===== src/rtl/core/mme_pkg.sv =====
`timescale 1ns / 1ps
// ----------------------------------------------------------------------------
// mme_pkg
// Shared constants, word types and helpers of the matrix multiply engine.
// ----------------------------------------------------------------------------
package mme_pkg;

    localparam int MAX_DIM     = 8;
    localparam int DATA_WIDTH  = 32;
    localparam int FRAC_BITS   = 16;
    localparam int STORE_DEPTH = MAX_DIM * MAX_DIM;

    localparam int ADDR_W = (STORE_DEPTH > 1) ? $clog2(STORE_DEPTH) : 1;
    localparam int CNT_W  = $clog2(STORE_DEPTH + 1);
    localparam int DIM_W  = $clog2(MAX_DIM + 1);
    localparam int IDX_W  = (MAX_DIM > 1) ? $clog2(MAX_DIM) : 1;

    localparam int PROD_W    = 2 * DATA_WIDTH;
    localparam int ACC_W_RAW = PROD_W + $clog2(MAX_DIM);
    localparam int ACC_W     = (ACC_W_RAW > DATA_WIDTH + FRAC_BITS + 1) ?
                               ACC_W_RAW : DATA_WIDTH + FRAC_BITS + 1;
    localparam int RND_W     = ACC_W - FRAC_BITS;

    localparam int CFG_IDX_W  = 2;
    localparam int CFG_DATA_W = 4;

    localparam logic [CFG_IDX_W-1:0]  REG_ROWS_A     = 2'd0;
    localparam logic [CFG_IDX_W-1:0]  REG_INNER_SIZE = 2'd1;
    localparam logic [CFG_IDX_W-1:0]  REG_COLS_B     = 2'd2;
    localparam logic [CFG_DATA_W-1:0] CFG_RESET      = 4'd8;

    localparam logic KIND_A = 1'b0;
    localparam logic KIND_B = 1'b1;

    typedef struct packed {
        logic              kind;
        logic signed [31:0] value;
    } in_word_t;

    typedef struct packed {
        logic [2:0]         out_row;
        logic [2:0]         out_col;
        logic signed [31:0] product_value;
        logic               saturated;
        logic               last;
    } out_word_t;

    typedef struct packed {
        logic [DIM_W-1:0] m;
        logic [DIM_W-1:0] n;
        logic [DIM_W-1:0] p;
    } dims_t;

    typedef struct packed {
        logic              a_we;
        logic              b_we;
        logic [ADDR_W-1:0] a_waddr;
        logic [ADDR_W-1:0] b_waddr;
        logic [ADDR_W-1:0] a_raddr;
        logic [ADDR_W-1:0] b_raddr;
    } mem_req_t;

    typedef struct packed {
        logic vld;
        logic first;
        logic last;
    } mac_ctl_t;

    typedef struct packed {
        logic                         vld;
        logic signed [DATA_WIDTH-1:0] value;
        logic                         sat;
    } mac_res_t;

    typedef enum logic [1:0] {
        ST_LOAD,
        ST_ISSUE,
        ST_WAIT,
        ST_OUT
    } mme_state_t;

    function automatic logic [DIM_W-1:0] dim_of(input logic [CFG_DATA_W-1:0] r);
        logic [DIM_W-1:0] d;
        if (r == '0) begin
            d = DIM_W'(1);
        end else if (int'(r) > MAX_DIM) begin
            d = DIM_W'(MAX_DIM);
        end else begin
            d = DIM_W'(r);
        end
        return d;
    endfunction

endpackage


===== src/rtl/core/mme_ram.sv =====
`timescale 1ns / 1ps
// ----------------------------------------------------------------------------
// mme_ram
// Simple dual-port element store, one write and one registered read port.
// ----------------------------------------------------------------------------
module mme_ram
    import mme_pkg::*;
(
    input  logic                  aclk,
    input  logic                  we,
    input  logic [ADDR_W-1:0]     waddr,
    input  logic [DATA_WIDTH-1:0] wdata,
    input  logic [ADDR_W-1:0]     raddr,
    output logic [DATA_WIDTH-1:0] rdata
);

    logic [DATA_WIDTH-1:0] mem [STORE_DEPTH];
    logic [DATA_WIDTH-1:0] rdata_reg;

    always_ff @(posedge aclk) begin
        if (we) begin
            mem[waddr] <= wdata;
        end
    end

    always_ff @(posedge aclk) begin
        rdata_reg <= mem[raddr];
    end

    assign rdata = rdata_reg;

endmodule


===== config.mk =====
export PLATFORM = sky130hd
export DESIGN_NAME = mme_ram
export DESIGN_NICKNAME = d
export VERILOG_FILES = /design/src/rtl/core/mme_pkg.sv /design/src/rtl/core/mme_ram.sv
export SDC_FILE = /design/constraint.sdc
export NUM_CORES = 2
export LEC_CHECK = 0
export BUFFER_PORTS_ARGS = -buffer_cell sky130_fd_sc_hd__buf_2
export CORE_ASPECT_RATIO = 0.8
export CORE_MARGIN = 2
export CORE_UTILIZATION = 35
export DETAILED_ROUTE_END_ITERATION = 10
export GPL_TIMING_DRIVEN = 0
export PLACE_DENSITY = 0.57
export REMOVE_ABC_BUFFERS = 1
export SYNTH_ARGS = -nofsm -noshare
export SYNTH_HDL_FRONTEND = slang
export SYNTH_SLANG_ARGS = --single-unit
export TNS_END_PERCENT = 1

===== constraint.sdc =====
create_clock -name aclk -period 3.4 [get_ports aclk]
set_input_delay 0 -clock aclk [delete_from_list [all_inputs] [get_ports aclk]]
set_output_delay 0 -clock aclk [all_outputs]
set_load 0.1 [all_outputs]

# Word level (Yosys, flattened, before mapping)
# Memory sizes are Yosys's and may differ from the RTL's. A register that Yosys moved wholly into a read port is not among the register bits.
# Index checks and enable logic that the tools add are counted.
[totals] wordCells=3 regBits=0 output_inout_bits=32 n_memories=1 ramBits=2048
[classes] mux=2
[mem_list] name="mem" words=64 word_bits=32 read_ports=1 rd_ports_with_merged_regs=1 wr=1 line_no="mme_ram.sv:17" rtl="logic [DATA_WIDTH-1:0] mem [STORE_DEPTH];"
[ops] operator="$mux 1" n=2

# Depth between registers and ports, before layout
[depth] ltp_word=2 depth_mapped=10

# Worst setup path after synthesis
# Ideal clock, no wire load.
[synth_timing] path_kind="input to register" start="input port waddr[3]" end="memory mem[48][0] (enable)" path_stages=4 t_arrival_ps=2699 required_time_ps=2939 setup_ps=461 slack_ps=240 n_path_buf=1 path_cell_list="clkbuf_1 -> nor2b_1 -> nand4b_1 -> nor3_1"
[synth_lines] item="start: declaration" line_no="mme_ram.sv:11" rtl="input logic [ADDR_W-1:0] waddr,"
[synth_lines] item="end: declaration" line_no="mme_ram.sv:17"
# No word-level cell before the write port.

==> flow_metrics.py <==
metrics = {
    "outcome": {
        "status": "complete, but fails checks",
        "violations": "negative hold slack",
    },
    "timing": {
        "tns_ns": 0,
        "slew_headroom_pct": 0.567,
        "min_period_ns": 3.29,
        "rsz0062_at_grt": "no",
        "post-route-period-util_pct": 96.7,
        "setup_viol": 0,
        "max_freq_mhz": 304,
        "tightest_slew_ns": 1.49,
        "whs_ns": -0.0121,
        "fin_skew_ns": 0.0279,
        "drv_slew": 0,
        "hold_violations": 12,
    },
    "clock_network": {
        "cts_tree": "yes",
        "path_clk_slew_ns": 0.06,
        "root_buffer": "clkbuf_16",
        "cts_buffer_depth": 3,
        "cts_sinks": 2080,
        "htree_levels": 4,
        "postCtsSetupBuffers": 0,
        "worstSkewPairLatency_ns": 0.85,
        "cts_buffers": 210,
    },
    "yosys": {
        "yosysUniqueCellTypes": 34,
        "synth_top_family_by_area": "multiplexers",
        "synth_compound_gate_area_share_pct": 1.67,
        "yosys.area_share.simple_pct": 1.27,
        "synthXorXnorAreaFrac_pct": 0,
        "yosys.area.top_type": "edfxtp_1",
        "synth_seq_area_share_pct": 79.1,
        "synth_area_sq_um": 78500,
        "synth_warnings": 0,
        "synth.area.mux_share_pct": 16.8,
        "synthTopCellsByArea": "edfxtp_1, mux4_2, mux2i_1",
        "ys_ff_latch": 2080,
        "netlist.area_leader.share_pct": 78.3,
        "postSynthCellCount": 3324,
        "synthAdderAreaFrac_pct": 0,
        "avgSynthCellArea_sq_um": 23.6,
    },
    "setup_path": {
        "r2r-end": "rdata[8]$_DFF_P_",
        "reg2reg_depth": 5,
        "endpoint": "rdata[15]$_DFF_P_",
        "startpoint": "raddr[0]",
        "crit_path_end_kind": "register",
        "worstPathArrival_ns": 3.98,
        "crit_path_max_fanout": 52,
        "reg2reg_from": "mem[34][8]$_DFFE_PP_",
        "worstSetupPathType": "input pin to register",
        "cp.required_ns": 4.10,
        "startpoint_type": "input pin",
        "rrSetupSlack_ns": 0.67,
    },
    "route": {
        "routedWlPerCell_microns": 29.6,
        "drt_iter0_drc": 4604,
        "viasPerCell": 5.41,
        "postRouteAntennaNets": 0,
        "routed_wl_microns": 199000,
        "drt_pass1_iterations": 6,
        "drcViolationCount": 0,
        "routed-via-count": 36400,
    },
    "global_route": {
        "grt_pass1_wl_microns": 280000,
        "grt_use_total_pct": 17.3,
        "grt_pass1_vias": 35900,
        "antenna_found_initial": 18,
        "grt_max_degree": 92,
        "grt.overflow.total": 0,
    },
    "die": {
        "core_area_sq_um": 223000,
        "die_w_microns": 534,
        "io_pins": 78,
        "dieArea_sq_um": 228000,
        "initial_core_util_pct": 35.2,
        "die_y_microns": 428,
        "rows": 155,
    },
    "hold_path": {
        "hold_path.class": "input pin to register",
    },
    "finish": {
        "layout_commonest_cell": "edfxtp_1",
        "synthToLayoutAreaGrowth_pct": 16.9,
        "layout-drive-gt1-share_pct": 29.4,
        "final_cell_mix": "edfxtp_1, mux4_2, clkbuf_16",
        "largest_reg_flops": 2048,
        "fin_nets": 3607,
    },
    "pwr": {
        "swShare_pct": 22.0,
        "power_frac_comb_pct": 5.8,
        "p_clk_share_pct": 42.1,
        "seq_power_share_pct": 52.1,
        "power_switching_uw": 12000,
        "p_per_area_nw_per_um2": 595,
        "p_leak_uw": 0.0281,
        "power.total_uw": 54600,
        "power.internal_uw": 42600,
        "max-vdd-ir-drop_mv": 0.537,
    },
    "placed_design": {
        "finalWeightedCongestion": 0.841,
        "port_buffers": 77,
        "post-dp-hpwl_microns": 116000,
    },
    "flow_run": {
        "cap_viol_max_count": 0,
    },
}
final cells by class:
cell class                      count  area [sq um]
Antenna cell                        8          20.0
Clock buffer                      279          5760
Clock inverter                    106          1110
Fill cell                       19300        131000
Multi-Input combinational cell   1062         16000
Sequential cell                  2080         62100
Tap cell                         2983          3730
Timing Repair Buffer              207          2980
power groups by stage:
stage | Combinational (uW) | Clock [uW] | Sequential, uW
global placement | 3730 | 0 | 29000
finish | 3170 | 23000 | 28500
global route | 3320 | 24300 | 28500
CTS | 3150 | 23400 | 28500
floorplan | 1050 | 0 | 29400
detailed placement | 3110 | 0 | 29000
per-layer routing:
layer  global-route usage (%)  share of wire [%]  vias to the layer above  wire (microns)
met1                     25.5                 44                    19900           87500
met3                     3.22                7.3                      281           14500
met2                     26.2                 46                     1458           90900
met4                     5.03                2.9                       10            5790
met5                        0              0.034                        -              67
li1                         -                  -                    14800               -
worst max-delay path, stage by stage:
cell,delay (ns)
buf_16,0.27
buf_16,0.28
buf_16,0.33
buf_16,0.27
buf_16,0.35
buf_16,0.34
mux4_2,0.55
mux2i_1,0.27
a21oi_1,0.28
a21oi_1,0.69
nor2_1,0.10
Yosys cell counts, drive strengths merged:
cell type / n
and2: 2
or3b: 5
a41o: 4
o22ai: 84
nand3b: 5
o221ai: 27
or2: 3
a31oi: 1
mux4: 544
and3: 4
a22oi: 12
nand4b: 1
nor2b: 15
a311oi: 8
nand2b: 8
nor2: 137
nand3: 5
clkbuf: 74
edfxtp: 2048
dfxtp: 32
nor3: 7
nand2: 26
buf: 108
o32ai: 4
or3: 3
a21oi: 62
mux2i: 93
nand4: 2
kinds of logic (layout without fill, tap and decap cells):
| family | Yosys count | after routing |
|---|---|---|
| AO/OA/AOI/OAI | 202 | 202 |
| buffers and inverters | 182 | 592 |
| flip-flops | 2080 | 2080 |
| multiplexers | 637 | 637 |
| other | 0 | 8 |
| AND/OR/NAND/NOR | 223 | 223 |
per-stage QoR:
step / setup slack, ns / util [%] / area (sq um) / hold slack (ns) / std cells
6_report: 0.113 / 41.1 / 91800 / -0.0121 / 6725
5_1_grt: 0.000496 / 41.1 / 91700 / 0.0287 / 6721
4_1_cts: 0.0445 / 41.0 / 91400 / 0.00153 / 6696
3_5_place_dp: -1.53 / 37.8 / 84300 / 0.552 / 6298
3_3_place_gp: -18.09 / 36.7 / 81700 / 0.557 / 6202
2_1_floorplan: 0.392 / - / 77600 / 0.0989 / 3142
worst min path at each step:
stage | start | endpoint | slack, ns | cells past startpoint
floorplan | wdata[0] | mem[0][0]$_DFFE_PP_ | 0.1 | 0
finish | wdata[10] | mem[30][10]$_DFFE_PP_ | -0.01 | 1
global placement | rdata[29]$_DFF_P_ | rdata[29] | 0.56 | 1
global route | wdata[10] | mem[30][10]$_DFFE_PP_ | 0.03 | 1
detailed placement | rdata[6]$_DFF_P_ | rdata[6] | 0.55 | 1
CTS | wdata[10] | mem[30][10]$_DFFE_PP_ | 0.002 | 1
what timing repair did:
item | CTS | global route
gates resized for setup | 6 | 3
hold buffers | 11 | 15
gates cloned | 2 | 0
endpoints found under the setup margin | 21 | 4
pin swaps | 0 | 0
hold endpoints to repair | 266 | 931
(Power assumes the default switching activity.)
