==> src/rtl/core/mme_pkg.sv <==
`timescale 1ns / 1ps
// ----------------------------------------------------------------------------
// mme_pkg
// Shared constants, word types and helpers of the matrix multiply engine.
// ----------------------------------------------------------------------------
package mme_pkg;

    localparam int MAX_DIM     = 8;
    localparam int DATA_WIDTH  = 32;
    localparam int FRAC_BITS   = 16;
    localparam int STORE_DEPTH = MAX_DIM * MAX_DIM;

    localparam int ADDR_W = (STORE_DEPTH > 1) ? $clog2(STORE_DEPTH) : 1;
    localparam int CNT_W  = $clog2(STORE_DEPTH + 1);
    localparam int DIM_W  = $clog2(MAX_DIM + 1);
    localparam int IDX_W  = (MAX_DIM > 1) ? $clog2(MAX_DIM) : 1;

    localparam int PROD_W    = 2 * DATA_WIDTH;
    localparam int ACC_W_RAW = PROD_W + $clog2(MAX_DIM);
    localparam int ACC_W     = (ACC_W_RAW > DATA_WIDTH + FRAC_BITS + 1) ?
                               ACC_W_RAW : DATA_WIDTH + FRAC_BITS + 1;
    localparam int RND_W     = ACC_W - FRAC_BITS;

    localparam int CFG_IDX_W  = 2;
    localparam int CFG_DATA_W = 4;

    localparam logic [CFG_IDX_W-1:0]  REG_ROWS_A     = 2'd0;
    localparam logic [CFG_IDX_W-1:0]  REG_INNER_SIZE = 2'd1;
    localparam logic [CFG_IDX_W-1:0]  REG_COLS_B     = 2'd2;
    localparam logic [CFG_DATA_W-1:0] CFG_RESET      = 4'd8;

    localparam logic KIND_A = 1'b0;
    localparam logic KIND_B = 1'b1;

    typedef struct packed {
        logic              kind;
        logic signed [31:0] value;
    } in_word_t;

    typedef struct packed {
        logic [2:0]         out_row;
        logic [2:0]         out_col;
        logic signed [31:0] product_value;
        logic               saturated;
        logic               last;
    } out_word_t;

    typedef struct packed {
        logic [DIM_W-1:0] m;
        logic [DIM_W-1:0] n;
        logic [DIM_W-1:0] p;
    } dims_t;

    typedef struct packed {
        logic              a_we;
        logic              b_we;
        logic [ADDR_W-1:0] a_waddr;
        logic [ADDR_W-1:0] b_waddr;
        logic [ADDR_W-1:0] a_raddr;
        logic [ADDR_W-1:0] b_raddr;
    } mem_req_t;

    typedef struct packed {
        logic vld;
        logic first;
        logic last;
    } mac_ctl_t;

    typedef struct packed {
        logic                         vld;
        logic signed [DATA_WIDTH-1:0] value;
        logic                         sat;
    } mac_res_t;

    typedef enum logic [1:0] {
        ST_LOAD,
        ST_ISSUE,
        ST_WAIT,
        ST_OUT
    } mme_state_t;

    function automatic logic [DIM_W-1:0] dim_of(input logic [CFG_DATA_W-1:0] r);
        logic [DIM_W-1:0] d;
        if (r == '0) begin
            d = DIM_W'(1);
        end else if (int'(r) > MAX_DIM) begin
            d = DIM_W'(MAX_DIM);
        end else begin
            d = DIM_W'(r);
        end
        return d;
    endfunction

endpackage

==> src/rtl/core/mme_mac.sv <==
`timescale 1ns / 1ps
// ----------------------------------------------------------------------------
// mme_mac
// Pipelined multiply-accumulate with round-to-nearest and saturation.
// ----------------------------------------------------------------------------
module mme_mac
    import mme_pkg::*;
(
    input  logic                  aclk,
    input  logic                  aresetn,
    input  mac_ctl_t              ctl,
    input  logic [DATA_WIDTH-1:0] a_elem,
    input  logic [DATA_WIDTH-1:0] b_elem,
    output mac_res_t              res
);

    localparam logic signed [ACC_W-1:0] HALF =
        {{(ACC_W - FRAC_BITS){1'b0}}, 1'b1, {(FRAC_BITS - 1){1'b0}}};
    localparam logic signed [RND_W-1:0] SAT_MAX =
        {{(RND_W - DATA_WIDTH + 1){1'b0}}, {(DATA_WIDTH - 1){1'b1}}};
    localparam logic signed [RND_W-1:0] SAT_MIN = ~SAT_MAX;

    logic signed [PROD_W-1:0] prod_reg;
    mac_ctl_t                 s1_reg;
    logic signed [ACC_W-1:0]  acc_reg;
    logic                     s2_done_reg;
    logic signed [ACC_W-1:0]  rsum;
    logic signed [RND_W-1:0]  rnd_reg;
    logic                     s3_vld_reg;
    mac_res_t                 res_reg;
    mac_res_t                 res_next;

    always_ff @(posedge aclk) begin
        if (!aresetn) begin
            s1_reg      <= '0;
            s2_done_reg <= 1'b0;
            s3_vld_reg  <= 1'b0;
            res_reg.vld <= 1'b0;
        end else begin
            s1_reg      <= ctl;
            s2_done_reg <= s1_reg.vld && s1_reg.last;
            s3_vld_reg  <= s2_done_reg;
            res_reg.vld <= res_next.vld;
        end
        res_reg.value <= res_next.value;
        res_reg.sat   <= res_next.sat;
    end

    assign rsum = acc_reg + HALF;

    always_ff @(posedge aclk) begin
        if (ctl.vld) begin
            prod_reg <= $signed(a_elem) * $signed(b_elem);
        end
        if (s1_reg.vld) begin
            if (s1_reg.first) begin
                acc_reg <= ACC_W'(prod_reg);
            end else begin
                acc_reg <= acc_reg + ACC_W'(prod_reg);
            end
        end
        if (s2_done_reg) begin
            rnd_reg <= rsum[ACC_W-1:FRAC_BITS];
        end
    end

    always_comb begin
        res_next.vld = s3_vld_reg;
        if (rnd_reg > SAT_MAX) begin
            res_next.value = SAT_MAX[DATA_WIDTH-1:0];
            res_next.sat   = 1'b1;
        end else if (rnd_reg < SAT_MIN) begin
            res_next.value = SAT_MIN[DATA_WIDTH-1:0];
            res_next.sat   = 1'b1;
        end else begin
            res_next.value = rnd_reg[DATA_WIDTH-1:0];
            res_next.sat   = 1'b0;
        end
    end

    assign res = res_reg;

endmodule

==> config.mk <==
export PLATFORM = sky130hd
export DESIGN_NAME = mme_mac
export DESIGN_NICKNAME = d
export VERILOG_FILES = /design/src/rtl/core/mme_pkg.sv /design/src/rtl/core/mme_mac.sv
export SDC_FILE = /design/constraint.sdc
export NUM_CORES = 2
export LEC_CHECK = 0
export BUFFER_PORTS_ARGS = -buffer_cell sky130_fd_sc_hd__buf_2
export CAP_MARGIN = 0
export CORE_MARGIN = 3
export CORE_UTILIZATION = 60
export CTS_CLUSTER_SIZE = 12
export DETAILED_ROUTE_END_ITERATION = 6
export PLACE_DENSITY_LB_ADDON = 0.05
export SETUP_SLACK_MARGIN = 0.15
export SLEW_MARGIN = 20
export SYNTH_ARGS = -nofsm -noshare
export SYNTH_HDL_FRONTEND = slang
export SYNTH_SLANG_ARGS = --single-unit
export TNS_END_PERCENT = 30
==> constraint.sdc <==
create_clock -name aclk -period 12.8 [get_ports aclk]
set_clock_uncertainty 0.05 [all_clocks]
set_input_delay 2.56 -clock aclk [delete_from_list [all_inputs] [get_ports aclk]]
set_output_delay 2.56 -clock aclk [all_outputs]
set_load 0.02 [all_outputs]
* Word level (Yosys, flattened, before mapping) *
Index checks and enable logic that the tools add are counted.

operators by class
  $add $sub $neg = 2
  order comparisons = 2
  reductions and logical operators = 1
  $mul = 1
  mux-type cells = 2

operators with widths
  operator                                                                 number
  67-bit by 17-bit adder with 67-bit output (second input constant)        1
  67-bit by 64-bit adder with 67-bit output                                1
  67-bit 2-to-1 mux                                                        1
  32-bit by 32-bit multiplier with 64-bit output                           1
  51-bit by 32-bit > comparator with 1-bit output (second input constant)  1
  51-bit by 32-bit < comparator with 1-bit output (second input constant)  1
  33-bit 2-to-1 mux                                                        1
  1-bit logical AND                                                        1

word-level totals
  register bits after elaboration = 221

* Depth between registers and ports, before layout *
  word-level depth = 2
  depth in mapped cells = 28
  gate-level depth less buffers = 27

* Worst setup path before layout *
No wires, ideal clock.

  path type = input port to flip-flop
  start = input a_elem[31]
  end = register prod_reg[62] (data pin)
  data required time = 12.490 ns
  data arrival time = 9.720 ns
  stages on the path = 25
  setup slack = 2.769 ns
  path through = clkbuf_1 > nand2_1 > inv_1 > fa_1 > inv_1 > fa_1 > inv_1 > fa_1 > fa_1 > inv_1 > fa_1 > inv_1 > fa_1 > inv_1 > fa_1 > inv_1 > fa_1 > ha_1 > clkbuf_1 > a21oi_1 > o21ai_0 > a221o_1 > a221o_2 > a311oi_2 > xnor2_1

on the way
  longest elaborated chain between the ends = 1

RTL lines
  what                                            line           RTL
  from (decl)                                     mme_mac.sv:12  input logic [DATA_WIDTH-1:0] a_elem,
  32-bit by 32-bit multiplier with 64-bit output  mme_mac.sv:53  prod_reg <= $signed(a_elem) * $signed(b_elem);
  to (signal assigned)                            mme_mac.sv:53
  to (decl)                                       mme_mac.sv:23  logic signed [PROD_W-1:0] prod_reg;

Every way passes these cells.
A chain may end at the register's enable or synchronous reset.

* Final worst setup path *
  start = input b_elem[5]
  end = register prod_reg[62] (data pin)

on the way
  longest elaborated chain between the ends = 1

RTL lines
  what                                            line           RTL
  from (decl)                                     mme_mac.sv:13  input logic [DATA_WIDTH-1:0] b_elem,
  32-bit by 32-bit multiplier with 64-bit output  mme_mac.sv:53

Every way passes these cells.

==> impl_metrics.prom <==
# TYPE chip_impl_metric gauge
chip_impl_metric{name="clock_network_latency_to_the_later_pin_of_the_worst_skew_pair",unit="ns"} 0.51
chip_impl_metric{name="syn2layout_area_growth",unit="%"} 3.324
chip_impl_metric{name="fp.coreArea",unit="um2"} 79390
chip_impl_info{name="unrepaired_setup_endpoints_after_global_routing",value="no"} 1
chip_impl_metric{name="ys_warn_count",unit=""} 0
chip_impl_metric{name="grt.overflow.total",unit=""} 0
chip_impl_metric{name="i_o_pins",unit=""} 103
chip_impl_metric{name="vias",unit=""} 33790
chip_impl_metric{name="cts.htree.levels",unit=""} 1
chip_impl_metric{name="clock.fmax",unit="MHz"} 95.33
chip_impl_metric{name="finalHoldViolCount",unit=""} 0
chip_impl_metric{name="synthesis.nets",unit=""} 6467
chip_impl_metric{name="grt_pass1_vias",unit=""} 36130
chip_impl_metric{name="synthesis.area",unit="um2"} 48290
chip_impl_metric{name="layout-drive-gt1-share",unit=""} 0.03393
chip_impl_info{name="setup.worst_path.class",value="primary input to flop"} 1
chip_impl_metric{name="tns",unit="ns"} 0
chip_impl_metric{name="placement.io_buffers",unit=""} 102
chip_impl_metric{name="largest_net_degree_at_the_start_of_global_routing",unit=""} 80
chip_impl_metric{name="die-width",unit="um"} 289.7
chip_impl_metric{name="async_flop_share",unit=""} 0
chip_impl_metric{name="synth.ff_latch_count",unit=""} 221
chip_impl_metric{name="cts_inserted_buffers",unit=""} 22
chip_impl_metric{name="final_core_utilization",unit=""} 0.6286
chip_impl_metric{name="yosysSeqAreaShare",unit=""} 0.1293
chip_impl_info{name="timing.critical_path.cells",value="buf_2 > nand2_1 > inv_1 > fa_1 > inv_1 > fa_1 > inv_1 > fa_1 > fa_1 > inv_1 > fa_1 > inv_1 > fa_1 > inv_1 > fa_1 > inv_1 > fa_1 > ha_1 > a21oi_1 > o21ai_0 > a221o_1 > a221o_2 > a311oi_2 > xnor2_1"} 1
chip_impl_metric{name="floorplan.initialDensity",unit=""} 0.6083
chip_impl_metric{name="cts_hold_buffers",unit=""} 0
chip_impl_metric{name="grt_use_total",unit=""} 0.3109
chip_impl_metric{name="antenna_left",unit=""} 0
chip_impl_metric{name="netlist_instances",unit=""} 5064
chip_impl_metric{name="cts.reportedPaths.clkPinSlew",unit="ns"} 0.06
chip_impl_metric{name="dp_hpwl",unit="um"} 97730
chip_impl_metric{name="post_synth_num_cell_types",unit=""} 73
chip_impl_metric{name="route.detailed.vias_per_inst",unit=""} 5.630
chip_impl_metric{name="worst_pin_slew",unit="ns"} 0.9522
chip_impl_metric{name="grt_first_pass_wirelength",unit="um"} 201300
chip_impl_metric{name="detailedRoute.firstPassIterationCount",unit=""} 5
chip_impl_info{name="cts.root.buffer_cell",value="sky130_fd_sc_hd__clkbuf_16"} 1
chip_impl_metric{name="rows",unit=""} 103
chip_impl_metric{name="post-route-worst-setup-slack",unit="ns"} 2.310
chip_impl_metric{name="die_h",unit="um"} 289.7
chip_impl_metric{name="pre_cts_ws",unit="ns"} 1.817
chip_impl_metric{name="first_iter_violations",unit=""} 2087
chip_impl_info{name="tritoncts_clock_tree",value="yes"} 1
chip_impl_metric{name="globalplace.congestion",unit=""} 0.9229
chip_impl_metric{name="largest_register_ffs",unit=""} 67
chip_impl_metric{name="placed_cells",unit=""} 5963
chip_impl_metric{name="post-route-min-period",unit="ns"} 10.49
chip_impl_metric{name="synthesis.area_per_instance",unit="um2"} 9.537
chip_impl_metric{name="critical_path_arrival",unit="ns"} 10.69
chip_impl_metric{name="drv_slew",unit=""} 0
chip_impl_metric{name="nNetsFinal",unit=""} 6340
chip_impl_metric{name="cts_sink_count",unit=""} 221
chip_impl_metric{name="route.final.wire_length",unit="um"} 124300
chip_impl_info{name="worst_setup_path_end_kind",value="flop"} 1
chip_impl_metric{name="cp_max_fo",unit=""} 32
chip_impl_metric{name="cts_repair_resize_count",unit=""} 0
chip_impl_metric{name="synth-edff-count",unit=""} 182
chip_impl_metric{name="route.detailed.drc",unit=""} 0
chip_impl_metric{name="maxSlewHeadroom",unit=""} 0.3652
chip_impl_metric{name="final.period_utilization",unit=""} 0.8195
chip_impl_info{name="timing.critical_path.from_type",value="primary input"} 1
chip_impl_info{name="cp_common_cell",value="sky130_fd_sc_hd__fa_1"} 1
chip_impl_metric{name="critical_path.max_stage_delay",unit="ns"} 0.86
chip_impl_metric{name="cts.repair_timing.setup_buffer_count",unit=""} 0
chip_impl_info{name="hold_path_class",value="flop to flop"} 1
chip_impl_info{name="slowest_stage",value="sky130_fd_sc_hd__fa_1"} 1
chip_impl_metric{name="setup_viol",unit=""} 0
chip_impl_metric{name="wl_per_cell",unit="um"} 20.70
chip_impl_metric{name="timing.max_cap.violations",unit=""} 0
chip_impl_metric{name="stdcell_count",unit=""} 6003
chip_impl_metric{name="cp.required",unit="ns"} 13.00
chip_impl_metric{name="number_of_antenna_violations_at_the_first_check_in_global_routing",unit=""} 1
chip_impl_info{name="dominantRegCellSynth",value="sky130_fd_sc_hd__edfxtp_1"} 1
chip_impl_metric{name="die_area",unit="um2"} 83930
chip_impl_metric{name="clk_path_buf_depth",unit=""} 3
chip_impl_info{name="run_status",value="completed"} 1
cell usage after synthesis, types with 5 or more instances:
| library cell | n | area, um2 |
|---|---|---|
| sky130_fd_sc_hd__o21ai_0 | 132 | 660.6 |
| sky130_fd_sc_hd__a21boi_0 | 8 | 60.06 |
| sky130_fd_sc_hd__o41ai_1 | 5 | 43.79 |
| sky130_fd_sc_hd__a31oi_1 | 26 | 162.7 |
| sky130_fd_sc_hd__nor2b_1 | 12 | 75.07 |
| sky130_fd_sc_hd__nor3_1 | 13 | 65.06 |
| sky130_fd_sc_hd__dfxtp_1 | 39 | 780.8 |
| sky130_fd_sc_hd__inv_1 | 992 | 3724 |
| sky130_fd_sc_hd__or2_2 | 5 | 31.28 |
| sky130_fd_sc_hd__ha_1 | 251 | 3141 |
| sky130_fd_sc_hd__fa_1 | 1083 | 21680 |
| sky130_fd_sc_hd__nand3_1 | 59 | 295.3 |
| sky130_fd_sc_hd__o21a_1 | 18 | 135.1 |
| sky130_fd_sc_hd__and2_1 | 534 | 3341 |
| sky130_fd_sc_hd__a21o_1 | 69 | 518.0 |
| sky130_fd_sc_hd__nor4_1 | 11 | 68.82 |
| sky130_fd_sc_hd__nand2_1 | 708 | 2658 |
| sky130_fd_sc_hd__a211oi_1 | 14 | 105.1 |
| sky130_fd_sc_hd__and3_1 | 23 | 143.9 |
| sky130_fd_sc_hd__nand4_1 | 45 | 281.5 |
| sky130_fd_sc_hd__buf_1 | 6 | 22.52 |
| sky130_fd_sc_hd__clkbuf_1 | 262 | 983.4 |
| sky130_fd_sc_hd__edfxtp_1 | 182 | 5465 |
| sky130_fd_sc_hd__o211ai_1 | 13 | 97.59 |
| sky130_fd_sc_hd__o21bai_1 | 33 | 247.7 |
| sky130_fd_sc_hd__nand2b_1 | 14 | 87.58 |
| sky130_fd_sc_hd__nor2_1 | 96 | 360.4 |
| sky130_fd_sc_hd__o31ai_1 | 7 | 52.55 |
| sky130_fd_sc_hd__a21oi_1 | 140 | 700.7 |
| sky130_fd_sc_hd__xnor2_1 | 118 | 1033 |
| sky130_fd_sc_hd__a211o_1 | 7 | 61.31 |
| sky130_fd_sc_hd__xor2_1 | 61 | 534.3 |
| sky130_fd_sc_hd__and4_1 | 6 | 52.55 |
per-stage QoR:
step	instance area [um2]	hold WS (ns)
floorplan	48290	0.3618
global placement	49250	0.3700
detailed placement	49250	0.3719
CTS	49890	0.3900
global route	49890	0.4083
finish	49900	0.3877
per-layer routing:
layer  vias to the layer above  global-route usage  part of all wire
li1                      15130                   -                 -
met1                     17160              0.4626              0.44
met2                      1369              0.4650              0.43
met3                       138             0.08431              0.10
met4                         0             0.05868             0.018
met5                         -            0.003488                 0
layout make-up:
class / count / area (um2)
antenna: 2 / 5.005
sequential: 221 / 6255
tap: 1050 / 1314
clock buffer: 38 / 645.6
inverter: 992 / 3724
fill: 6834 / 29490
multi-input combinational: 3580 / 37310
timing repair buffer: 120 / 645.6
path summary, 6_finish.rpt:
| kind | start | to | slack [ns] | cells after the start |
|---|---|---|---|---|
| worst max register to register | prod_reg[0] | acc_reg[42] | 8.70 | 13 |
| worst min-delay path | rnd_reg[17] | res[18] | 0.39 | 2 |
| worst min register to register | rnd_reg[17] | res[18] | 0.39 | 2 |
| worst max-delay path | b_elem[5] | prod_reg[62] | 2.31 | 24 |
cell usage in the layout (no fill, tap or decap), types with 13 or more instances in the layout:
cell type and instances:
sky130_fd_sc_hd__fa_1 1083, sky130_fd_sc_hd__inv_1 992, sky130_fd_sc_hd__nand2_1 708, sky130_fd_sc_hd__and2_1 534, sky130_fd_sc_hd__ha_1 251, sky130_fd_sc_hd__edfxtp_1 182, sky130_fd_sc_hd__a21oi_1 140, sky130_fd_sc_hd__o21ai_0 132
sky130_fd_sc_hd__xnor2_1 118, sky130_fd_sc_hd__buf_2 102, sky130_fd_sc_hd__nor2_1 96, sky130_fd_sc_hd__a21o_1 69, sky130_fd_sc_hd__xor2_1 61, sky130_fd_sc_hd__nand3_1 59, sky130_fd_sc_hd__nand4_1 45, sky130_fd_sc_hd__dfxtp_1 36
sky130_fd_sc_hd__o21bai_1 33, sky130_fd_sc_hd__a31oi_1 26, sky130_fd_sc_hd__and3_1 23, sky130_fd_sc_hd__clkbuf_16 23, sky130_fd_sc_hd__o21a_1 18, sky130_fd_sc_hd__buf_4 18, sky130_fd_sc_hd__nand2b_1 14, sky130_fd_sc_hd__a211oi_1 14
sky130_fd_sc_hd__o211ai_1 13, sky130_fd_sc_hd__nor3_1 13, sky130_fd_sc_hd__clkbuf_1 13
cell families after synthesis:
family          after synthesis  share of synthesized area
compound gates              520                    0.06785
buf+inv                    1263                    0.09824
mux                           5                   0.001088
fa+ha+maj                  1334                     0.5140
xor+xnor                    179                    0.03246
flops                       221                     0.1293
simple gates               1542                     0.1571
critical path: cells and delay by family:
| kind | cells | cell delay (ns) |
|---|---|---|
| buf+inv | 8 | 1.66 |
| compound gates | 5 | 1.42 |
| fa+ha+maj | 9 | 4.67 |
| xor+xnor | 1 | 0.09 |
| simple gates | 1 | 0.25 |
Power is not shown: default switching activity piles up to over one toggle a cycle in this logic, so the estimate is an artifact.
