`config.mk`:
```
export PLATFORM = sky130hd
export DESIGN_NAME = mme_ctrl
export DESIGN_NICKNAME = d
export VERILOG_FILES = /design/src/rtl/core/mme_pkg.sv /design/src/rtl/core/mme_ctrl.sv
export SDC_FILE = /design/constraint.sdc
export NUM_CORES = 1
export LEC_CHECK = 0
export BUFFER_PORTS_ARGS = -buffer_cell sky130_fd_sc_hd__buf_2
export CAP_MARGIN = 20
export CORE_ASPECT_RATIO = 0.6
export CORE_MARGIN = 8
export CORE_UTILIZATION = 59
export DETAILED_ROUTE_END_ITERATION = 6
export GPL_ROUTABILITY_DRIVEN = 0
export GPL_TIMING_DRIVEN = 0
export HOLD_SLACK_MARGIN = 0.05
export PLACE_DENSITY = 0.86
export SLEW_MARGIN = 40
export SYNTH_ARGS = -nofsm -noshare
export SYNTH_HDL_FRONTEND = slang
export SYNTH_SLANG_ARGS = --single-unit
```
`constraint.sdc`:
```
create_clock -name aclk -period 23.1 [get_ports aclk]
set_clock_uncertainty 0.15 [all_clocks]
set_input_delay 4.62 -clock aclk [delete_from_list [all_inputs] [get_ports aclk]]
set_output_delay 4.62 -clock aclk [all_outputs]
set_load 0.02 [all_outputs]
```
`src/rtl/core/mme_pkg.sv`:
```
`timescale 1ns / 1ps
// ----------------------------------------------------------------------------
// mme_pkg
// Shared constants, word types and helpers of the matrix multiply engine.
// ----------------------------------------------------------------------------
package mme_pkg;

    localparam int MAX_DIM     = 8;
    localparam int DATA_WIDTH  = 32;
    localparam int FRAC_BITS   = 16;
    localparam int STORE_DEPTH = MAX_DIM * MAX_DIM;

    localparam int ADDR_W = (STORE_DEPTH > 1) ? $clog2(STORE_DEPTH) : 1;
    localparam int CNT_W  = $clog2(STORE_DEPTH + 1);
    localparam int DIM_W  = $clog2(MAX_DIM + 1);
    localparam int IDX_W  = (MAX_DIM > 1) ? $clog2(MAX_DIM) : 1;

    localparam int PROD_W    = 2 * DATA_WIDTH;
    localparam int ACC_W_RAW = PROD_W + $clog2(MAX_DIM);
    localparam int ACC_W     = (ACC_W_RAW > DATA_WIDTH + FRAC_BITS + 1) ?
                               ACC_W_RAW : DATA_WIDTH + FRAC_BITS + 1;
    localparam int RND_W     = ACC_W - FRAC_BITS;

    localparam int CFG_IDX_W  = 2;
    localparam int CFG_DATA_W = 4;

    localparam logic [CFG_IDX_W-1:0]  REG_ROWS_A     = 2'd0;
    localparam logic [CFG_IDX_W-1:0]  REG_INNER_SIZE = 2'd1;
    localparam logic [CFG_IDX_W-1:0]  REG_COLS_B     = 2'd2;
    localparam logic [CFG_DATA_W-1:0] CFG_RESET      = 4'd8;

    localparam logic KIND_A = 1'b0;
    localparam logic KIND_B = 1'b1;

    typedef struct packed {
        logic              kind;
        logic signed [31:0] value;
    } in_word_t;

    typedef struct packed {
        logic [2:0]         out_row;
        logic [2:0]         out_col;
        logic signed [31:0] product_value;
        logic               saturated;
        logic               last;
    } out_word_t;

    typedef struct packed {
        logic [DIM_W-1:0] m;
        logic [DIM_W-1:0] n;
        logic [DIM_W-1:0] p;
    } dims_t;

    typedef struct packed {
        logic              a_we;
        logic              b_we;
        logic [ADDR_W-1:0] a_waddr;
        logic [ADDR_W-1:0] b_waddr;
        logic [ADDR_W-1:0] a_raddr;
        logic [ADDR_W-1:0] b_raddr;
    } mem_req_t;

    typedef struct packed {
        logic vld;
        logic first;
        logic last;
    } mac_ctl_t;

    typedef struct packed {
        logic                         vld;
        logic signed [DATA_WIDTH-1:0] value;
        logic                         sat;
    } mac_res_t;

    typedef enum logic [1:0] {
        ST_LOAD,
        ST_ISSUE,
        ST_WAIT,
        ST_OUT
    } mme_state_t;

    function automatic logic [DIM_W-1:0] dim_of(input logic [CFG_DATA_W-1:0] r);
        logic [DIM_W-1:0] d;
        if (r == '0) begin
            d = DIM_W'(1);
        end else if (int'(r) > MAX_DIM) begin
            d = DIM_W'(MAX_DIM);
        end else begin
            d = DIM_W'(r);
        end
        return d;
    endfunction

endpackage

```
`src/rtl/core/mme_ctrl.sv`:
```
`timescale 1ns / 1ps
// ----------------------------------------------------------------------------
// mme_ctrl
// Load counters, product sequencer and result word register.
// ----------------------------------------------------------------------------
module mme_ctrl
    import mme_pkg::*;
(
    input  logic      aclk,
    input  logic      aresetn,
    input  dims_t     dims,
    input  logic      s_valid,
    output logic      s_ready,
    input  logic      s_kind,
    output mem_req_t  mem_req,
    output mac_ctl_t  mac_ctl,
    input  mac_res_t  mac_res,
    output logic      m_valid,
    input  logic      m_ready,
    output out_word_t m_data
);

    mme_state_t        state_reg, state_next;
    logic [CNT_W-1:0]  a_count_reg, a_count_next;
    logic [CNT_W-1:0]  b_count_reg, b_count_next;
    logic [IDX_W-1:0]  i_reg, i_next;
    logic [IDX_W-1:0]  j_reg, j_next;
    logic [IDX_W-1:0]  k_reg, k_next;
    logic [ADDR_W-1:0] row_base_reg, row_base_next;
    logic [ADDR_W-1:0] a_addr_reg, a_addr_next;
    logic [ADDR_W-1:0] b_addr_reg, b_addr_next;
    mac_ctl_t          mac_ctl_reg, mac_ctl_next;
    out_word_t         m_data_reg, m_data_next;

    logic [CNT_W-1:0] a_size, b_size;
    logic             accept, a_wr, b_wr, go_calc;
    logic             last_i, last_j, last_k, final_elem, out_done;
    logic             issue;

    assign a_size = CNT_W'(dims.m) * CNT_W'(dims.n);
    assign b_size = CNT_W'(dims.n) * CNT_W'(dims.p);

    assign accept = s_valid && s_ready;
    assign a_wr   = accept && (s_kind == KIND_A) && (a_count_reg < a_size);
    assign b_wr   = accept && (s_kind == KIND_B) && (b_count_reg < b_size);

    assign last_i     = (DIM_W'(i_reg) + DIM_W'(1)) == dims.m;
    assign last_j     = (DIM_W'(j_reg) + DIM_W'(1)) == dims.p;
    assign last_k     = (DIM_W'(k_reg) + DIM_W'(1)) == dims.n;
    assign final_elem = last_i && last_j;
    assign out_done   = m_valid && m_ready;

    assign go_calc = accept &&
                     ((a_count_reg + CNT_W'(a_wr)) >= a_size) &&
                     ((b_count_reg + CNT_W'(b_wr)) >= b_size);

    always_comb begin
        state_next = state_reg;
        case (state_reg)
            ST_LOAD: begin
                if (go_calc) begin
                    state_next = ST_ISSUE;
                end
            end
            ST_ISSUE: begin
                if (last_k) begin
                    state_next = ST_WAIT;
                end
            end
            ST_WAIT: begin
                if (mac_res.vld) begin
                    state_next = ST_OUT;
                end
            end
            ST_OUT: begin
                if (m_ready) begin
                    state_next = final_elem ? ST_LOAD : ST_ISSUE;
                end
            end
            default: begin
                state_next = ST_LOAD;
            end
        endcase
    end

    always_comb begin
        s_ready = 1'b0;
        m_valid = 1'b0;
        issue   = 1'b0;
        case (state_reg)
            ST_LOAD:  s_ready = 1'b1;
            ST_ISSUE: issue   = 1'b1;
            ST_OUT:   m_valid = 1'b1;
            default: begin
                s_ready = 1'b0;
            end
        endcase
    end

    always_comb begin
        a_count_next  = a_count_reg + CNT_W'(a_wr);
        b_count_next  = b_count_reg + CNT_W'(b_wr);
        i_next        = i_reg;
        j_next        = j_reg;
        k_next        = k_reg;
        row_base_next = row_base_reg;
        a_addr_next   = a_addr_reg;
        b_addr_next   = b_addr_reg;
        m_data_next   = m_data_reg;

        mac_ctl_next.vld   = issue;
        mac_ctl_next.first = (k_reg == '0);
        mac_ctl_next.last  = last_k;

        if (go_calc && (state_reg == ST_LOAD)) begin
            i_next        = '0;
            j_next        = '0;
            k_next        = '0;
            row_base_next = '0;
            a_addr_next   = '0;
            b_addr_next   = '0;
        end

        if (issue && !last_k) begin
            k_next      = k_reg + IDX_W'(1);
            a_addr_next = a_addr_reg + ADDR_W'(1);
            b_addr_next = b_addr_reg + ADDR_W'(dims.p);
        end

        if ((state_reg == ST_WAIT) && mac_res.vld) begin
            m_data_next.out_row       = 3'(i_reg);
            m_data_next.out_col       = 3'(j_reg);
            m_data_next.product_value = 32'($signed(mac_res.value));
            m_data_next.saturated     = mac_res.sat;
            m_data_next.last          = final_elem;
        end

        if (out_done) begin
            k_next = '0;
            if (final_elem) begin
                a_count_next = '0;
                b_count_next = '0;
            end else if (last_j) begin
                i_next        = i_reg + IDX_W'(1);
                j_next        = '0;
                row_base_next = row_base_reg + ADDR_W'(dims.n);
                a_addr_next   = row_base_reg + ADDR_W'(dims.n);
                b_addr_next   = '0;
            end else begin
                j_next      = j_reg + IDX_W'(1);
                a_addr_next = row_base_reg;
                b_addr_next = ADDR_W'(j_reg) + ADDR_W'(1);
            end
        end
    end

    always_ff @(posedge aclk) begin
        if (!aresetn) begin
            state_reg   <= ST_LOAD;
            a_count_reg <= '0;
            b_count_reg <= '0;
            mac_ctl_reg <= '0;
        end else begin
            state_reg   <= state_next;
            a_count_reg <= a_count_next;
            b_count_reg <= b_count_next;
            mac_ctl_reg <= mac_ctl_next;
        end
    end

    always_ff @(posedge aclk) begin
        i_reg        <= i_next;
        j_reg        <= j_next;
        k_reg        <= k_next;
        row_base_reg <= row_base_next;
        a_addr_reg   <= a_addr_next;
        b_addr_reg   <= b_addr_next;
        m_data_reg   <= m_data_next;
    end

    assign mem_req.a_we    = a_wr;
    assign mem_req.b_we    = b_wr;
    assign mem_req.a_waddr = a_count_reg[ADDR_W-1:0];
    assign mem_req.b_waddr = b_count_reg[ADDR_W-1:0];
    assign mem_req.a_raddr = a_addr_reg;
    assign mem_req.b_raddr = b_addr_reg;
    assign mac_ctl         = mac_ctl_reg;
    assign m_data          = m_data_reg;

    a_no_load_while_out: assert property (@(posedge aclk) disable iff (!aresetn)
        !(s_ready && m_valid))
        else $error("input open while a result word is pending");

    a_res_only_in_wait: assert property (@(posedge aclk) disable iff (!aresetn)
        mac_res.vld |-> (state_reg == ST_WAIT))
        else $error("accumulator result outside wait state");

    a_clear_after_last: assert property (@(posedge aclk) disable iff (!aresetn)
        (m_valid && m_ready && m_data.last) |=>
        (state_reg == ST_LOAD && a_count_reg == '0 && b_count_reg == '0))
        else $error("load counters not cleared after final word");

    a_count_bound: assert property (@(posedge aclk) disable iff (!aresetn)
        (int'(a_count_reg) <= STORE_DEPTH) && (int'(b_count_reg) <= STORE_DEPTH))
        else $error("load counter past store depth");

endmodule

```
# After elaboration in Yosys (flattened, before gate mapping)
# Index checks and enable logic that the tools add are counted.
[op_classes] n_addsub=12 multipliers=2 magnitude_cmp=4 eq_ne=10 mux=37 n_bitwise=1 reduce_logical=17
[ops] op="6-bit two-way mux" n=13
[ops] op="3-bit two-way mux" n=10
[ops] op="7-bit two-way mux" n=4
[ops] op="3-bit by 1-bit adder with 4-bit output (second input constant)" n=4
[ops] op="7-bit by 1-bit adder with 7-bit output" n=2
[ops] op="7-bit >= comparator" n=2
[ops] op="7-bit less-than comparator" n=2
[ops] op="4-bit by 4-bit multiplier with 7-bit output" n=2
[ops] op="6-bit by 4-bit adder with 6-bit output" n=2
[ops] op="4-bit == test" n=3
[ops] op="1-bit logical AND" n=12
[ops] op="3-bit by 1-bit adder with 3-bit output (second input constant)" n=3
[ops] op="2-bit two-way mux" n=4
[ops] op="2-bit != test (second input constant)" n=4
[ops] op="2-bit case mux with 4 select lines" n=1
[ops] op="6-bit by 1-bit adder with 6-bit output (second input constant)" n=1
[ops] op="2-bit == test (second input constant)" n=2
[ops] op="1-bit two-way mux" n=4
[ops] op="4-bit two-way mux" n=1
[ops] op="4-bit AND reduction" n=1
[ops] op="3-bit zero test" n=1
[ops] op="2-bit by 1-bit == test with 1-bit output (second input constant)" n=1
[ops] op="2-bit zero test" n=1
[ops] op="2-bit nonzero test" n=1
[ops] op="2 further kinds" n=2
[word_totals] regBits=86 input_bits=51 out_inout_bits=71 elab_cells=100

# Depth between registers and ports, before layout
# Gate-level depths: netlist of the first run.
[logic_depth] ltp_word=14 mapped_depth=25 depth_no_buf=23

# Worst setup path after synthesis of the first run
# No wires, ideal clock.
[synth_path] path_type="in2out" startpoint="in dims[4] (netlist bit)" endpoint="out mem_req[24] (netlist bit)" t_arrival_ns=8.247 required_time_ns=18.330 slack_ns=10.083 cell_stages=13 path_buffers=2 path_cell_list="clkbuf_1 > nand2_1 > fa_1 > inv_1 > fa_1 > fa_1 > inv_1 > ha_1 > a21o_1 > a21o_1 > maj3_1 > a2111oi_0 > buf_4"
[synth_between] elab_chain_cells=3
[synth_rtl] item="from (decl)" line_no="mme_ctrl.sv:11" text="input dims_t dims,"
[synth_rtl] item="4-bit by 4-bit multiplier with 7-bit output" line_no="mme_ctrl.sv:41" text="assign b_size = CNT_W'(dims.n) * CNT_W'(dims.p);"
[synth_rtl] item="7-bit less-than comparator" line_no="mme_ctrl.sv:45" text="assign b_wr = accept && (s_kind == KIND_B) && (b_count_reg < b_size);"
[synth_rtl] item="1-bit logical AND" line_no="mme_ctrl.sv:45"
[synth_rtl] item="to (decl)" line_no="mme_ctrl.sv:15" text="output mem_req_t mem_req,"
# Every way passes these cells.

# Worst setup path in the final report of the first run
[layout_path] startpoint="in dims[7] (netlist bit)" endpoint="out mem_req[25] (netlist bit)"
[layout_between] elab_chain_cells=3
[layout_rtl] item="4-bit by 4-bit multiplier with 7-bit output" line_no="mme_ctrl.sv:40" text="assign a_size = CNT_W'(dims.m) * CNT_W'(dims.n);"
[layout_rtl] item="7-bit less-than comparator" line_no="mme_ctrl.sv:44" text="assign a_wr = accept && (s_kind == KIND_A) && (a_count_reg < a_size);"
[layout_rtl] item="1-bit logical AND" line_no="mme_ctrl.sv:44"
# Every way passes these cells.

==> results of run 1 <==
-- through the flow --
| step | power, mW | area [um^2] | utilization [%] |
|---|---|---|---|
| 6_report | 0.405 | 6350 | 73.7 |
| 5_1_grt | 0.424 | 6350 | 73.7 |
| 4_1_cts | 0.406 | 6350 | 73.7 |
| 3_5_place_dp | 0.258 | 6060 | 70.2 |
| 3_3_place_gp | 0.252 | 6050 | 70.2 |
| 2_1_floorplan | 0.231 | 5310 | - |
-- power breakdown --
part           total [mW]  internal [mW]  switching (mW)
sequential          0.172          0.165         0.00710
clock               0.148         0.0848          0.0631
combinational      0.0841         0.0362          0.0480
total               0.405          0.286           0.118
-- logic make-up (layout without fill, tap and decap cells) --
family | Yosys count | count (layout) | synth area share, %
simple gates | 151 | 151 | 14.8
compound gates | 96 | 96 | 12.9
flops | 86 | 86 | 40.0
buf+inv | 65 | 202 | 5.99
mux | 1 | 1 | 0.189
fa+ha+maj | 76 | 76 | 19.1
xor+xnor | 39 | 39 | 7.00
-- cell type report --
| cell class | instances | area, um^2 |
|---|---|---|
| multi-input cells | 363 | 2870 |
| fillers | 600 | 2270 |
| flip-flops and latches | 86 | 2120 |
| repair buffers | 121 | 606 |
| clock buffers | 10 | 229 |
| plain buffers | 30 | 186 |
| well taps | 112 | 140 |
| inverters | 35 | 131 |
| clock inverters | 6 | 68.8 |
-- per-layer routing --
metal	up-vias	global-route usage (%)	wire (um)
met1	2047	27.2	5780
met4	0	5.98	178
met5	-	0	0
li1	2076	-	-
met3	20	7.00	1210
met2	200	35.3	6310
-- critical path, cell delays in order --
cell and delay [ns]:
buf_2 0.12, clkbuf_1 0.38, nand2_1 0.15, fa_1 0.56
inv_1 0.06, fa_1 0.53, fa_1 0.49, xnor2_1 0.25
ha_1 0.30, a21oi_1 0.14, o21ai_0 0.11, maj3_1 0.37
maj3_1 0.35, nor3_1 0.39, buf_4 0.18, buf_2 0.15
-- worst min path at each step --
| stage | slack (ns) | depth (start not counted) | start | to |
|---|---|---|---|---|
| floorplan | 0.28 | 0 | j_reg[2]$_DFF_P_ | m_data[36]$_DFFE_PP_ |
| finish | 0.31 | 0 | j_reg[2]$_DFF_P_ | m_data[36]$_DFFE_PP_ |
| detailed placement | 0.30 | 0 | j_reg[2]$_DFF_P_ | m_data[36]$_DFFE_PP_ |
| global route | 0.33 | 0 | j_reg[0]$_DFF_P_ | m_data[34]$_DFFE_PP_ |
| global placement | 0.29 | 0 | j_reg[2]$_DFF_P_ | m_data[36]$_DFFE_PP_ |
| CTS | 0.31 | 0 | j_reg[2]$_DFF_P_ | m_data[36]$_DFFE_PP_ |
-- layout by cell type (no fill, tap or decap), types with 6 or more instances in the layout --
cell,count
buf_2,126
o21ai_1,6
a21o_1,13
o21ai_0,11
nand3_1,17
nor2_1,24
clkbuf_1,9
ha_1,61
o31ai_1,6
clkbuf_16,9
and2_1,27
xnor2_1,21
inv_1,34
buf_4,16
nand2_1,36
a21oi_1,17
nor2b_1,13
nand2b_1,6
o22ai_1,8
edfxtp_1,40
nor3_1,6
dfxtp_1,46
fa_1,10
xor2_1,16
==> results.toml, run 1 <==
[timing]
period_share_pct = 60.3
setup_ws_ns = 9.17
finalSetupViolations = 0
clock.fmax_mhz = 71.8
finalCriticalPeriod_ns = 13.93
final_max_slew_viol_count = 0
hold_slack_ns = 0.314
rsz0062_at_grt = "false"
worstMarginPinSlew_ns = 0.593
finalHoldViolCount = 0
setup-tns-final_ns = 0
slew_headroom_pct = 59.4

[layout]
nets = 768
diodes = 0
largest_reg_flops = 40
layout-area-overhead-vs-synth_pct = 19.7
drive_gt1_share_pct = 26.1
fin_cells = 763

[clocking]
path_clk_slew_ns = 0.06
numCtsBuffers = 9
cts_setup_buffers = 0
htree_levels = 3
root_buffer = "clkbuf_16"
clk_latency_ns = 0.34
cts_tree = "yes"
clk_path_buf_depth = 2
hold_buffers = 0
cts.sinks = 86
cts_resized = 0

[worst_setup_path]
crit_type = "in2out"
crit_required_ns = 18.33
cp_data_arrival_time_ns = 9.16
worstPathMaxFanout = 10
reg2reg_to = "row_base_reg[1]$_DFF_P_"
timing.rr.start = "b_count_reg[1]$_SDFF_PN0_"
r2r_slack_ns = 17.39
setup.worst_path.start = "dims[7]"
cp-endpoint = "mem_req[25]"
worstRegToRegCells = 19
cp-start-kind = "input pin"
end_kind = "output port"

[floorplan]
die_w_um = 138
core_um2 = 8620
rows = 26
die_y_um = 89.5
ios = 122
dieArea_um2 = 12400
start_util_pct = 61.6

[place]
numPortBuffers = 121
dp_hpwl_um = 10500
dpl_worst_slack_ns = 9.16
place_inst = 747

[drt]
vias = 4343
wl_per_cell_um = 17.7
antenna_left = 0
drtIter0Drc = 400
dr.pass1.iters = 5
viasPerCell = 5.69
routed_wl_um = 13500
drc = 0

[yosys]
postSynthNetCount = 636
syn_inst = 514
synth_edf_count = 40
synthArstFlopShare_pct = 0
synth_top_area_cell = "edfxtp_1"
ys_seq_area_share_pct = 40.0
synth_area_leaders = "edfxtp_1, dfxtp_1, ha_1"
ys_warn_count = 0
yosys-top-cells-count = "ha_1, dfxtp_1, edfxtp_1"
synth_ff_type = "dfxtp_1"
synth_area_um2 = 5310
ys_ff_latch = 86
yosysMostFrequentCell = "ha_1"
syn_avg_cell_area_um2 = 10.3
yosysUniqueCellTypes = 57
yosysTopAreaCellShare_pct = 22.6

[pwr]
vdd_drop_max_mv = 0.0334
p_leak_nw = 2.99
powerDensity_nw_per_um2 = 63.7

[grt]
grt-ovfl-total = 0
grt_max_degree = 41
grt_pass1_wl_um = 21600
grt_pass1_vias = 4324
track_usage_pct = 21.6
antenna_found_initial = 0

[min_path]
hold_class = "reg2reg"

[run]
drv_cap = 0

[run_status]
status = "complete, no violations"
Note: power is estimated with default switching activity, not from simulation.
==> inputs of run 2 (changes only) <==
- ABC_AREA: not set -> 1
- CORE_UTILIZATION: 59 -> 55
- PLACE_DENSITY: 0.86 -> 0.81
- clock period: 23.1 -> 14.34 ns (I/O delays scaled with it)
==> run 2 against run 1 <==
Compared with the run above: area after synthesis increased by 3.3%; register-to-register slack worse by 7.4 ns; non-clock buffer count decreased by 7; synthesized cell count increased by 26%; sequential cell count unchanged; setup slack worse by 4.7 ns; via count up 5.7%; clock power up 51%.
==> results.toml, run 2 <==
[run_status]
status = "complete, no violations"

[worst_setup_path]
cp-start-kind = "input pin"
cp_data_arrival_time_ns = 6.82
crit_required_ns = 11.32
worstPathMaxFanout = 9
end_kind = "output port"
crit_type = "in2out"
worstRegToRegCells = 20

[layout]
drive_gt1_share_pct = 23.9
fin_cells = 918
mostFrequentLayoutCells = "nand2_1, buf_2, inv_1, ha_1, nand3_1"
nets = 900
layout-area-overhead-vs-synth_pct = 19.3
diodes = 0
finalInstanceArea_um2 = 6540
final_common_cell = "nand2_1"
largest_reg_flops = 40
fin_util_pct = 66.9

[yosys]
yosysMostFrequentCell = "nand2_1"
ys_ff_latch = 86
yosysUniqueCellTypes = 39
synth_top_area_cell = "edfxtp_1"
yosys-top-cells-count = "nand2_1, inv_1, ha_1"
synth_ff_type = "dfxtp_1"
postSynthNetCount = 768
synth_area_leaders = "edfxtp_1, dfxtp_1, ha_1"
synth_edf_count = 40
ys_seq_area_share_pct = 38.7
syn_avg_cell_area_um2 = 8.48
ys_warn_count = 0
syn_inst = 646
yosysTopAreaCellShare_pct = 21.9
synthArstFlopShare_pct = 0
synth_area_um2 = 5480

[timing]
finalCriticalPeriod_ns = 9.84
setup_ws_ns = 4.50
setup-tns-final_ns = 0
worstMarginPinSlew_ns = 0.685
finalHoldViolCount = 0
finalSetupViolations = 0
final_max_slew_viol_count = 0
slew_headroom_pct = 54.3
clock.fmax_mhz = 102
rsz0062_at_grt = "false"
period_share_pct = 68.6
hold_slack_ns = 0.338

[pwr]
powerDensity_nw_per_um2 = 136
vdd_drop_max_mv = 0.0880
finalPower_mw = 0.890
p_leak_nw = 3.50

[drt]
vias = 4590
dr.pass1.iters = 5
wl_per_cell_um = 14.1
routed_wl_um = 13000
drc = 0
drtIter0Drc = 263
viasPerCell = 5.00
antenna_left = 0

[clocking]
cts_setup_buffers = 0
cts_resized = 0
root_buffer = "clkbuf_16"
hold_buffers = 0
numCtsBuffers = 9
cts_tree = "yes"
cts.sinks = 86
path_clk_slew_ns = 0.06
clk_path_buf_depth = 2
htree_levels = 3
clk_latency_ns = 0.34

[place]
dp_hpwl_um = 10400
placed_cell_area_um2 = 6250
place_inst = 902
dpl_worst_slack_ns = 4.52
numPortBuffers = 121

[grt]
grt_pass1_wl_um = 21400
grt_max_degree = 41
grt-ovfl-total = 0
grt_pass1_vias = 4544
track_usage_pct = 19.7
antenna_found_initial = 0

[floorplan]
rows = 28
die_y_um = 93.3
core_um2 = 9770
ios = 122
dieArea_um2 = 13500
start_util_pct = 56.1
die_w_um = 145

[run]
drv_cap = 0

[min_path]
hold_class = "reg2reg"
whs_path_depth = 2
-- run 2: where the power goes --
| part | switching, mW | internal [mW] | leakage (nW) |
|---|---|---|---|
| clock network | 0.104 | 0.120 | 0.134 |
| logic | 0.200 | 0.123 | 2.62 |
| registers | 0.0366 | 0.306 | 0.742 |
| total | 0.341 | 0.549 | 3.50 |
-- run 2: kinds of logic after synthesis --
group                    after synthesis  synth area share [%]
AND/OR/NAND/NOR                      276                  22.7
buffers and inverters                126                  10.3
flip-flops                            86                  38.7
adder cells (fa/ha/maj)               71                  17.6
AO/OA/AOI/OAI                         57                  5.87
XOR/XNOR                              30                  4.79
-- run 2: final cells by class --
class	count	area (um^2)
multi-input cells	434	2790
repair buffers	121	606
clock inverters	6	51.3
well taps	135	169
inverters	103	390
clock buffers	10	229
flip-flops and latches	86	2120
fillers	798	3240
plain buffers	23	176
-- run 2: per-layer routing --
layer / up-vias / global-route usage [%] / wire [um]
li1: 2321 / - / -
met1: 2133 / 24.9 / 5790
met2: 121 / 32.2 / 6080
met3: 15 / 5.95 / 946
met4: 0 / 5.34 / 136
met5: - / 0 / 0
-- run 2: worst paths after layout --
| path | from | end | slack [ns] |
|---|---|---|---|
| max reg2reg | state_reg[0]$_SDFFE_PN0P_ | i_reg[1]$_DFF_P_ | 10.03 |
| min | b_addr_reg[5]$_DFF_P_ | b_addr_reg[5]$_DFF_P_ | 0.34 |
| max | dims[6] | mem_req[24] | 4.50 |
| min reg2reg | b_addr_reg[5]$_DFF_P_ | b_addr_reg[5]$_DFF_P_ | 0.34 |
-- run 2: critical path, cell delays in order --
cell      delay [ns]
buf_2           0.10
clkbuf_1        0.40
nand2_1         0.14
fa_1            0.50
inv_1           0.05
fa_1            0.53
fa_1            0.48
a21oi_1         0.18
nor2_1          0.05
nor2_1          0.11
xor2_1          0.11
ha_1            0.19
or3b_2          0.46
a31oi_1         0.31
buf_4           0.17
buf_2           0.15
